==> src/hw/rtl/ppso_pkg.sv <==
// ----------------------------------------------------------------------------
// ppso_pkg
// shared constants for the polygon point / segment overlap block
// ----------------------------------------------------------------------------
`default_nettype none
package ppso_pkg;
  localparam int MaxVertices = 64;
  localparam int CoordWidth  = 32;
  localparam int IdxW        = $clog2(MaxVertices);
  localparam int CntW        = 7;
  localparam int DiffW       = CoordWidth + 2;
  localparam int ProdW       = 2 * DiffW;
  localparam int WideW       = ProdW + 1;

  localparam logic [1:0] ActLoad  = 2'd0;
  localparam logic [1:0] ActPoint = 2'd1;
  localparam logic [1:0] ActSeg   = 2'd2;

  localparam logic [7:0] AddrCount = 8'd0;
endpackage
`default_nettype wire

==> src/hw/rtl/ppso_mul.sv <==
// ----------------------------------------------------------------------------
// ppso_mul
// shared signed multiplier, one registered product per cycle
// ----------------------------------------------------------------------------
`default_nettype none
module ppso_mul (
  input  wire logic                              clk_i,
  input  wire logic signed [ppso_pkg::DiffW-1:0] a_i,
  input  wire logic signed [ppso_pkg::DiffW-1:0] b_i,
  output logic signed      [ppso_pkg::ProdW-1:0] p_o
);
  always_ff @(posedge clk_i) begin
    p_o <= a_i * b_i;
  end
endmodule
`default_nettype wire

==> config.mk <==
export PLATFORM = sky130hd
export DESIGN_NAME = ppso_mul
export DESIGN_NICKNAME = d
export VERILOG_FILES = /design/src/hw/rtl/ppso_pkg.sv /design/src/hw/rtl/ppso_mul.sv
export SDC_FILE = /design/constraint.sdc
export NUM_CORES = 2
export LEC_CHECK = 0
export ABC_AREA = 1
export BUFFER_PORTS_ARGS = -buffer_cell sky130_fd_sc_hd__buf_4
export CAP_MARGIN = 20
export CELL_PAD_IN_SITES_DETAIL_PLACEMENT = 0
export CELL_PAD_IN_SITES_GLOBAL_PLACEMENT = 1
export CORE_UTILIZATION = 40
export CTS_CLUSTER_DIAMETER = 50
export CTS_CLUSTER_SIZE = 20
export DETAILED_ROUTE_END_ITERATION = 8
export HOLD_SLACK_MARGIN = 0.08
export PLACE_DENSITY = 0.83
export SKIP_LAST_GASP = 1
export SLEW_MARGIN = 10
export SYNTH_ARGS = -nofsm -noshare
export SYNTH_HDL_FRONTEND = slang
export SYNTH_SLANG_ARGS = --single-unit
==> constraint.sdc <==
create_clock -name clk_i -period 7.5 [get_ports clk_i]
set_input_delay 1.125 -clock clk_i [delete_from_list [all_inputs] [get_ports clk_i]]
set_output_delay 1.125 -clock clk_i [all_outputs]
set_load 0.005 [all_outputs]
**Word level (Yosys, flattened, before mapping)**

Index checks and enable logic that the tools add are counted.

- $add $sub $neg: 0
- Multiply operators: 1
- Divide/modulo/power cells: 0
- $lt $le $gt $ge: 0
- Eq/ne operators: 0
- Shift-type cells: 0
- Mux-type cells: 0
- Bitwise operators: 0
- Reductions and logical operators: 0

Operator list:

| cell | number |
|---|---|
| $mul A34 B34 Y68 | 1 |

- Bits in registers: 68
- Bits in latches: 0
- Bits in writable memories: 0
- ROM bits: 0
- Input port bits: 69
- Output and inout port bits: 68
- Word-level logic and storage cells: 2
- Memories kept: 0

**Logic depth before layout (Yosys ltp)**

- Depth after elaboration: 1
- Mapped depth: 35
- Mapped depth without buffers: 33

**Least setup slack after synthesis**

OpenSTA, ideal clock, no wires.

- Kind: input port to flip-flop
- Start: in a_i[33] in the netlist's numbering
- End: reg p_o[66] in the netlist's numbering
- Setup time: 0.112 ns
- Data arrival time: 7.836 ns
- Required time: 7.388 ns
- Setup slack: -0.448 ns
- Stages on the path: 24
- Buffers on the path: 2
- Path through: clkbuf_1 clkbuf_1 nand2_1 inv_1 fa_1 fa_1 fa_1 fa_1 inv_1 fa_1 fa_1 inv_1 fa_1 fa_1 ha_1 nand2_1 nor2_1 inv_1 nor2_2 nand2_1 nor3_1 nand2_2 nand3_1 nand2_1

- Word-level cells in the longest chain between the ends: 1

Ends and longest elaborated chain:

| element | RTL line | RTL |
|---|---|---|
| start: declaration | ppso_mul.sv:8 | `input wire logic signed [ppso_pkg::DiffW-1:0] a_i,` |
| $mul A34 B34 Y68 | ppso_mul.sv:13 | `p_o <= a_i * b_i;` |
| end signal: assignment | ppso_mul.sv:13 |  |
| end: declaration | ppso_mul.sv:10 | `output logic signed [ppso_pkg::ProdW-1:0] p_o` |

No other way between the ends.

**Worst setup path after layout**

- Start: in a_i[22] in the netlist's numbering
- End: reg p_o[67] in the netlist's numbering

The elaborated chain is that of the path after synthesis.

==> flow_summary.json <==
{
  "grt_overflow": 0,
  "dp_hpwl_um": 134000,
  "critPathBufInv": 9,
  "grt_first_pass_wirelength_um": 236000,
  "ys_seq_elements": 68,
  "finalNetCount": 7955,
  "avgSynthCellArea_um2": 7.74,
  "largest_reg_flops": 68,
  "grt_pass1_vias": 40837,
  "period_minus_slack_ns": 7.33,
  "clockBufferDepth": 2,
  "critPathKind": "in -> reg",
  "antenna_found_initial": 0,
  "io-pin-count": 137,
  "synthCells": 5972,
  "slew_viol_final": 0,
  "rows": 124,
  "core_area_mm2": 0.115,
  "cts_root_buf": "clkbuf_16",
  "clkTransAtPathRegs_ns": 0.09,
  "holdBufCountCts": 0,
  "wl_um": 150000,
  "setup_viol": 0,
  "start_util_pct": 40.4,
  "crit_arrival_ns": 7.63,
  "remaining_drc_errors": 24,
  "cp_slowest_cell": "fa_1",
  "rsz0062_at_grt": "true",
  "final_cell_area_mm2": 0.0542,
  "fin_crit_sh_pct": 97.7,
  "vias_per_cell": 4.67,
  "cp-end-kind": "register",
  "cts_tree": "yes",
  "yosys_warnings": 0,
  "worstSetupStartpointType": "input pin",
  "cp.required_ns": 7.80,
  "cpMostUsedCell": "nand2_1",
  "grt_max_degree": 25,
  "cp_top_family": "adder cells",
  "slew_headroom_pct": 55.6,
  "wire_per_inst_um": 18.9,
  "drive_above_1_share_pct": 14.6,
  "grt_usage_pct": 27.1,
  "numCtsBuffers": 9,
  "port_buffers": 136,
  "dpl_cell_area_mm2": 0.0531,
  "synth-seq-area-share_pct": 2.95,
  "clock_sinks": 68,
  "max_cap_viol_count": 0,
  "clock.fmax_mhz": 136,
  "setup_slack_ns": 0.170,
  "pre_cts_slack_ns": -0.594,
  "violations": "DRC",
  "drt_iter0_markers": 2268,
  "status": "finished, violations left",
  "vias": 37145,
  "dieHeight_um": 342,
  "cpPeakStageDelay_ns": 0.58,
  "worstMarginPinSlew_ns": 0.663,
  "gp_congestion": 0.972,
  "crit_fanout": 10,
  "die_w_um": 342,
  "drtPass1Iterations": 9,
  "hold_viol": 0,
  "syn_area_mm2": 0.0462,
  "synth.distinct_cells": 32,
  "top_register": "p_o",
  "hold_class": "in -> reg",
  "htree_levels": 3,
  "area_growth_pct": 17.3,
  "reg_top3": "p_o (68)",
  "dieArea_mm2": 0.117,
  "antenna_left": 0,
  "fin_setup_tns_ns": 0,
  "syn_nets": 7486
}
[kinds of logic (layout without fill, tap and decap cells)]
| group | count (synthesis) | count (layout) | share of synthesized area (%) |
|---|---|---|---|
| and+or+nand+nor | 1939 | 1939 | 16.6 |
| other | 0 | 1 | 0 |
| adders and majority gates | 1445 | 1445 | 59.3 |
| AOI/OAI and AO/OA | 95 | 95 | 1.13 |
| buffers and inverters | 2390 | 2864 | 19.4 |
| DFF | 68 | 68 | 2.95 |
| xor gates and xnor gates | 35 | 35 | 0.663 |
[area by class of cell]
class	count	area, µm²
sequential	68	1360
tap	1512	1890
clock buffer	9	225
timing repair buffer	729	6210
inverter	2119	7950
fill	11338	60300
multi-input combinational	3514	36500
antenna	1	2.50
clock inverter	7	83.8
[synth_stat cells]
cell type | number | share of area, %
a21o_1 | 1 | 0.016
a21oi_1 | 59 | 0.64
a21oi_2 | 4 | 0.076
and2_1 | 1 | 0.014
buf_1 | 2 | 0.016
clkbuf_1 | 269 | 2.2
dfxtp_1 | 68 | 2.9
fa_1 | 1241 | 54
ha_1 | 204 | 5.5
inv_1 | 2116 | 17
inv_2 | 3 | 0.024
nand2_1 | 1661 | 13
nand2_2 | 20 | 0.27
nand2_4 | 2 | 0.049
nand2b_1 | 1 | 0.014
nand3_1 | 70 | 0.76
nand3_2 | 7 | 0.15
nand3b_1 | 3 | 0.049
nand4_1 | 19 | 0.26
nor2_1 | 115 | 0.93
nor2_2 | 9 | 0.12
nor3_1 | 15 | 0.16
nor3_2 | 5 | 0.11
nor3_4 | 2 | 0.070
nor4_2 | 1 | 0.027
o21a_1 | 1 | 0.016
o21ai_0 | 18 | 0.19
o21ai_1 | 1 | 0.011
o21bai_1 | 11 | 0.18
or2_2 | 8 | 0.11
xnor2_1 | 2 | 0.038
xor2_1 | 33 | 0.63
[metrics by stage]
step	hold WS, ns	instances	util (%)
floorplan	1.40	5972	-
global placement	1.50	7928	46.4
detailed placement	1.50	7928	46.4
CTS	1.26	7944	46.6
global route	1.28	7958	47.4
finish	1.27	7959	47.4
[repair_timing]
action,4_1_cts,5_1_grt
pin swaps,0,31
gates resized for setup,6,190
endpoints found under the setup margin,22,48
buffers inserted,0,14
[metal layers]
metal  up-vias  global-route usage (%)  wire [µm]
li1      16958                       -          -
met1     18738                    32.4      57100
met2      1113                    47.6      74700
met3       336                    2.82       8060
met4         0                    14.9      10300
met5         -                       0          0
[worst paths after layout]
check	from	endpoint	slack (ns)	cells after the start
worst max-delay path	a_i[22]	p_o[67]	0.17	30
worst min-delay path	a_i[1]	p_o[1]	1.27	5
[cells in the final DEF (no fill, tap or decap), types with 4 or more instances in the layout]
| master | synthesis | final |
|---|---|---|
| nor2_2 | 9 | 23 |
| xor2_1 | 33 | 32 |
| nor2_1 | 115 | 90 |
| a21oi_2 | 4 | 23 |
| buf_12 | 0 | 47 |
| buf_8 | 0 | 4 |
| inv_1 | 2116 | 2109 |
| nand3_1 | 70 | 63 |
| nand2_4 | 2 | 6 |
| o21bai_2 | 0 | 4 |
| o21bai_1 | 11 | 7 |
| or2_2 | 8 | 8 |
| inv_2 | 3 | 10 |
| ha_1 | 204 | 187 |
| o21ai_0 | 18 | 14 |
| ha_2 | 0 | 7 |
| nand4_1 | 19 | 19 |
| nand3_2 | 7 | 11 |
| nor2_4 | 0 | 11 |
| clkbuf_16 | 0 | 9 |
| dfxtp_1 | 68 | 68 |
| nor3_1 | 15 | 7 |
| buf_6 | 0 | 31 |
| nor3_2 | 5 | 12 |
| fa_1 | 1241 | 1223 |
| fa_2 | 0 | 18 |
| ha_4 | 0 | 10 |
| o21ai_1 | 1 | 5 |
| nand2_2 | 20 | 42 |
| a21oi_1 | 59 | 37 |
| buf_4 | 0 | 647 |
| nand2_1 | 1661 | 1635 |
[tightest hold or removal path: stages]
cell and delay [ns]:
buf_4 0.12, buf_4 0.19, nand2_1 0.07, inv_1 0.05, ha_1 0.11
Power is not shown: default switching activity piles up to over one toggle a cycle in this logic, so the estimate is an artifact.
